===== src/ifs_pkg.sv =====
`default_nettype none

package ifs_pkg;

   // table geometry
   localparam int MAX_TRANSFORMS = 8;
   localparam int COEFS_PER      = 6;
   localparam int ROW_W          = (MAX_TRANSFORMS > 1) ? $clog2(MAX_TRANSFORMS) : 1;

   // fixed point format
   localparam int FRAC_BITS = 16;
   localparam int SUM_W     = 64 - FRAC_BITS + 2;

   // operation codes
   localparam logic OP_STEP = 1'b0;
   localparam logic OP_LOAD = 1'b1;

   // coefficient slot codes
   localparam logic [2:0] SLOT_A = 3'd0;
   localparam logic [2:0] SLOT_B = 3'd1;
   localparam logic [2:0] SLOT_C = 3'd2;
   localparam logic [2:0] SLOT_D = 3'd3;
   localparam logic [2:0] SLOT_E = 3'd4;
   localparam logic [2:0] SLOT_F = 3'd5;

   // word limits
   localparam logic signed [31:0] WORD_MAX = 32'sh7fff_ffff;
   localparam logic signed [31:0] WORD_MIN = 32'sh8000_0000;

   // reset constants, saturated to the word range
   localparam logic signed [63:0] HUNDRED_WIDE = 64'sd100 <<< FRAC_BITS;
   localparam logic signed [31:0] FIX_ONE      = 32'sd1 <<< FRAC_BITS;
   localparam logic signed [31:0] FIX_HUNDRED  =
      (HUNDRED_WIDE > 64'sd2147483647) ? WORD_MAX : HUNDRED_WIDE[31:0];
   localparam logic signed [31:0] FIX_NEG_HUNDRED =
      (HUNDRED_WIDE > 64'sd2147483648) ? WORD_MIN : 32'(-HUNDRED_WIDE);

   typedef struct packed {
      logic               operation;
      logic [2:0]         transform_index;
      logic [2:0]         coef_slot;
      logic signed [31:0] coef_value;
   } ifs_req_type;

   typedef struct packed {
      logic signed [31:0] point_x;
      logic signed [31:0] point_y;
      logic [2:0]         used_transform;
      logic signed [31:0] bound_min_x;
      logic signed [31:0] bound_max_x;
      logic signed [31:0] bound_min_y;
      logic signed [31:0] bound_max_y;
   } ifs_rsp_type;

   // one transform's coefficients
   typedef struct packed {
      logic signed [31:0] a;
      logic signed [31:0] b;
      logic signed [31:0] c;
      logic signed [31:0] d;
      logic signed [31:0] e;
      logic signed [31:0] f;
   } ifs_coef_row_type;

   // table write request
   typedef struct packed {
      logic               en;
      logic [ROW_W-1:0]   row;
      logic [2:0]         slot;
      logic signed [31:0] value;
   } ifs_coef_wr_type;

   // step request to the point core
   typedef struct packed {
      logic       en;
      logic [2:0] index;
   } ifs_step_type;

endpackage

`default_nettype wire


===== src/ifs_coef_table.sv =====
`default_nettype none

module ifs_coef_table
   import ifs_pkg::*;
(
   input  wire logic             clock,
   input  wire ifs_coef_wr_type  wr,
   input  wire logic [ROW_W-1:0] rd_row,
   output ifs_coef_row_type      rd_data
);

   // one row of six words per transform, no reset
   ifs_coef_row_type coef_ff [MAX_TRANSFORMS];

   // single word write into the addressed row
   always_ff @(posedge clock) begin
      if (wr.en) begin
         unique case (wr.slot)
            SLOT_A:  coef_ff[wr.row].a <= wr.value;
            SLOT_B:  coef_ff[wr.row].b <= wr.value;
            SLOT_C:  coef_ff[wr.row].c <= wr.value;
            SLOT_D:  coef_ff[wr.row].d <= wr.value;
            SLOT_E:  coef_ff[wr.row].e <= wr.value;
            SLOT_F:  coef_ff[wr.row].f <= wr.value;
            default: ;
         endcase
      end
   end

   // row select for the step in flight
   assign rd_data = coef_ff[rd_row];

endmodule

`default_nettype wire


===== config.mk =====
export PLATFORM = sky130hd
export DESIGN_NAME = ifs_coef_table
export DESIGN_NICKNAME = d
export VERILOG_FILES = /design/src/ifs_pkg.sv /design/src/ifs_coef_table.sv
export SDC_FILE = /design/constraint.sdc
export NUM_CORES = 1
export LEC_CHECK = 0
export ABC_AREA = 0
export BUFFER_PORTS_ARGS = -buffer_cell sky130_fd_sc_hd__buf_2
export CAP_MARGIN = 20
export CORE_ASPECT_RATIO = 1.75
export CORE_MARGIN = 3
export CORE_UTILIZATION = 35
export CTS_CLUSTER_SIZE = 30
export DETAILED_ROUTE_END_ITERATION = 7
export PLACE_DENSITY = 0.57
export SLEW_MARGIN = 25
export SYNTH_ARGS = -nofsm -noshare
export SYNTH_HDL_FRONTEND = slang
export SYNTH_SLANG_ARGS = --single-unit

===== constraint.sdc =====
create_clock -name clock -period 4 [get_ports clock]
set_input_delay 0.4 -clock clock [delete_from_list [all_inputs] [get_ports clock]]
set_output_delay 0.4 -clock clock [all_outputs]
set_load 0.01 [all_outputs]

=== After elaboration in Yosys (flattened, before gate mapping) ===
Memories as Yosys holds them, arrays and structs flattened.
Index checks and enable logic that the tools add are counted.

* Equal/unequal tests: 5
* Muxes and demuxes: 18
* Reductions and logical operators: 1

{| class="wikitable"
|+ Operators with widths
! operator !! number
|-
| two-way mux 1 bit || 18
|-
| equality test 3 x 2 -> 1 bit (second input constant) || 2
|-
| equality test 3 bit (second input constant) || 2
|-
| equality test 3 x 1 -> 1 bit (second input constant) || 1
|-
| logical NOT 3 bit || 1
|}

* Flip-flop bits (word level): 0
* Memory bits (writable): 1536
* Bits of input ports: 43
* Output and inout bits: 192
* Word-level logic and storage cells: 25
* Memories: 1

{| class="wikitable"
|+ Memory list
! memory !! words !! width !! rd ports !! clocked after Yosys merged registers in !! write ports !! RTL line !! source
|-
| coef_ff || 8 || 192 || 1 || 0 || 1 || ifs_coef_table.sv:13 || <nowiki>ifs_coef_row_type coef_ff [MAX_TRANSFORMS];</nowiki>
|}

=== Longest topological paths before layout ===
* Word-level depth: 4
* Gate-level depth with buffers: 5
* Depth with buffers taken out: 2

=== Least setup slack after synthesis ===
OpenSTA, ideal clock, no wires.

* Path type: input -> register
* Start point: input wr[32] (netlist name)
* End point: memory coef_ff[6][160] (netlist name), enable pin
* Setup time: 0.421 ns
* Arrival: 2.628 ns
* Data required time: 3.579 ns
* Setup slack: 0.951 ns
* Cell stages on the path: 3
* Buffers on the path: 1
* Cell sequence: or4b_2 clkbuf_1 nor2_1

* Cells in the longest elaborated chain, start to end: 4

{| class="wikitable"
|+ Ends and longest elaborated chain
! element !! RTL line !! source
|-
| start: declaration || ifs_coef_table.sv:7 || <nowiki>input wire ifs_coef_wr_type wr,</nowiki>
|-
| logical NOT 3 bit || ifs_coef_table.sv:18 || <nowiki>unique case (wr.slot)</nowiki>
|-
| two-way mux 1 bit || ifs_coef_table.sv:18 ||
|-
| two-way mux 1 bit || ifs_coef_table.sv:17 || <nowiki>if (wr.en) begin</nowiki>
|-
| two-way mux 1 bit (implied by the code) || ifs_coef_table.sv:19 || <nowiki>SLOT_A: coef_ff[wr.row].a <= wr.value;</nowiki>
|-
| end: declaration || ifs_coef_table.sv:13 ||
|}

Every way passes these cells.

==> impl_metrics.py <==
metrics = {
    "logic_synthesis": {
        "synth_compound_area_frac": 0,
        "avgSynthCellArea_um2": 25.74,
        "synthAdderAreaFrac": 0,
        "syn_nets": 2332,
        "synth_mux_area_frac": 0.1990,
        "synth_area_um2": 58920,
        "synth.distinct_cells": 17,
        "ys_seq_elements": 1536,
        "yosys_warnings": 0,
        "yosysSeqAreaShare": 0.7829,
        "synth_top_family_by_area": "multiplexers",
        "ys_top_cells_by_area": "edfxtp_1 (78%), mux4_1 (11%), mux4_2 (5.4%), mux2_2 (3.7%), buf_6 (0.71%)",
        "yosysTopAreaCellShare": 0.7829,
        "synthCells": 2289,
        "synth-xor-area-share": 0,
        "synth_top_area_cell": "edfxtp_1",
        "synth-simple-area-share": 0.005118,
    },
    "place": {
        "gp_congestion": 0.7064,
        "io_buffers": 234,
        "place_hpwl_um": 78440,
    },
    "route": {
        "vias_per_cell": 5.247,
        "ant_nets": 0,
        "wl_per_cell_um": 28.62,
        "drc": 0,
        "vias": 25840,
        "totalWireLength_um": 140900,
        "first_pass_iters": 6,
        "detail_route.iter0.violations": 2431,
    },
    "run": {
        "drv_cap": 0,
    },
    "finish": {
        "regMostFlops": "coef_ff",
        "nNetsFinal": 2675,
        "area_delta_synth_final_pct": 15.02,
        "biggestRegsByFlops": "coef_ff (1536)",
        "multi_input_area_um2": 12380,
        "fillers": 14300,
        "ff_latch_area_um2": 46120,
        "drive_gt1_frac": 0.3262,
        "largest_reg_flops": 1536,
    },
    "clock_tree": {
        "cts_buffer_depth": 4,
        "htree_levels": 4,
        "post_cts_buffers": 0,
        "numClockSinks": 1536,
        "cts_buffers": 141,
        "hold_buffers": 0,
        "clk_pin_slew_ps": 70,
        "cts-root-buf": "clkbuf_16",
        "cts_resized": 0,
        "cts_tree": "built",
    },
    "timing": {
        "worstMarginPinSlew_ps": 1074,
        "fin_tns_setup_ps": 0,
        "slew_viol_final": 0,
        "period_minus_slack_ps": 2804,
        "rsz0062_at_grt": "false",
        "setup_viol": 0,
        "whs_ps": 145.4,
        "post-route-period-util": 0.7010,
        "relSlewSlack": 0.2840,
        "hold_viol": 0,
        "fmax_ghz": 0.3567,
    },
    "power": {
        "power_frac_seq": 0.545,
        "max-vdd-ir-drop_uv": 286.9,
        "p_clk_frac": 0.403,
        "power.density_nw_per_um2": 482.5,
        "combPwrFrac": 0.052,
        "p_sw_frac": 0.2045,
        "p_switching_uw": 6688,
        "internal_power_uw": 26010,
        "p_leak_uw": 0.02169,
    },
    "hold_path": {
        "hp-class": "primary input to flop",
        "worstHoldStart": "wr[2]",
        "min_path_cells": 1,
        "holdPathEnd": "coef_ff[2][66]",
    },
    "grt": {
        "grt.total_usage": 0.1616,
        "grt_max_degree": 67,
        "grt.overflow.total": 0,
        "antenna_found_initial": 12,
        "grt_pass1_wl_um": 200300,
        "grt_pass1_vias": 27210,
    },
    "floorplanning": {
        "dieArea_um2": 173500,
        "core_area_um2": 166700,
        "dieWidth_um": 316.2,
        "start_util": 0.3534,
        "ios": 235,
        "rows": 198,
        "die_height_um": 548.8,
    },
    "critical_path": {
        "end_kind": "output port",
        "worstPathArrival_ps": 2400,
        "start_kind": "primary input",
        "crit_fanout": 53,
        "crit_required_ps": 3600,
        "crit_type": "primary input to output port",
    },
    "outcome": {
        "status": "completed",
    },
}
[worst max-delay path: stages]
cell and delay (ps):
buf_8 390, buf_12 380, mux4_1 620, mux2_2 330, buf_2 160
[power by group through the flow]
stage               Sequential (µW)  Clock [µW]  Combinational (µW)
finish                        17800       13200                1690
detailed placement            18200           0                1730
floorplan                     18200           0                 886
global route                  17800       14100                1820
CTS                           17800       13500                1740
global placement              18200           0                1700
[layer usage]
layer	global-route usage	share of wire
met5	0	0.00016
met4	0.04176	0.021
met3	0.02349	0.055
met1	0.2150	0.41
met2	0.2784	0.51
[placed cells by master, fill, tap and decap left out]
cell	count
mux4_2	141
buf_12	16
clkinvlp_4	5
buf_8	3
nand3_1	1
mux4_1	243
inv_6	3
nand3b_1	3
buf_16	1
clkinv_4	1
mux2_2	192
buf_2	207
edfxtp_1	1536
clkinv_2	19
bufinv_16	15
clkbuf_16	144
or3b_2	3
buf_4	88
nor2_4	48
nand4bb_1	3
or4b_2	1
nand4b_1	2
diode_2	3
or3_1	1
clkinv_8	1
clkbuf_1	20
clkinv_1	25
[area by class of cell]
type                            count  area share
Sequential cell                  1536      0.6806
Multi-Input combinational cell    638      0.1828
Clock buffer                      164     0.05428
Tap cell                         2200     0.04062
Timing Repair Buffer              315     0.03083
Clock inverter                     69     0.01075
Antenna cell                        3   0.0001108
[logic make-up after synthesis]
group	after synthesis
buffers and inverters	115
multiplexers	576
AND/OR/NAND/NOR	62
flip-flops	1536
[worst max-delay path by stage]
stage                     slack, ps         endpoint      start  cells after the start
after floorplan                 950  coef_ff[6][160]     wr[32]                      3
after global placement         1180     rd_data[115]  rd_row[0]                      5
after detailed placement       1160     rd_data[119]  rd_row[0]                      5
after CTS                      1170     rd_data[119]  rd_row[0]                      5
after global routing           1110     rd_data[119]  rd_row[0]                      5
final                          1200     rd_data[119]  rd_row[0]                      5
[per-stage QoR]
stage	util	total power, µW	area [µm²]	setup slack (ps)	std cells
finish	0.4064	32700	67770	1196	4925
global route	0.4064	33770	67760	1112	4923
CTS	0.4059	33080	67680	1166	4921
detailed placement	0.3795	19930	63270	1160	4688
global placement	0.3794	19880	63260	1178	4688
floorplan	-	19070	58920	950.6	2289
[synthesized netlist by cell type]
| master | count |
|---|---|
| buf_1 | 18 |
| buf_2 | 12 |
| buf_6 | 37 |
| buf_8 | 4 |
| clkbuf_1 | 44 |
| edfxtp_1 | 1536 |
| mux2_2 | 192 |
| mux4_1 | 243 |
| mux4_2 | 141 |
| nand3_1 | 1 |
| nand3b_1 | 3 |
| nand4b_1 | 2 |
| nand4bb_1 | 3 |
| nor2_1 | 48 |
| or3_1 | 1 |
| or3b_2 | 3 |
| or4b_2 | 1 |
(Power assumes the default switching activity.)
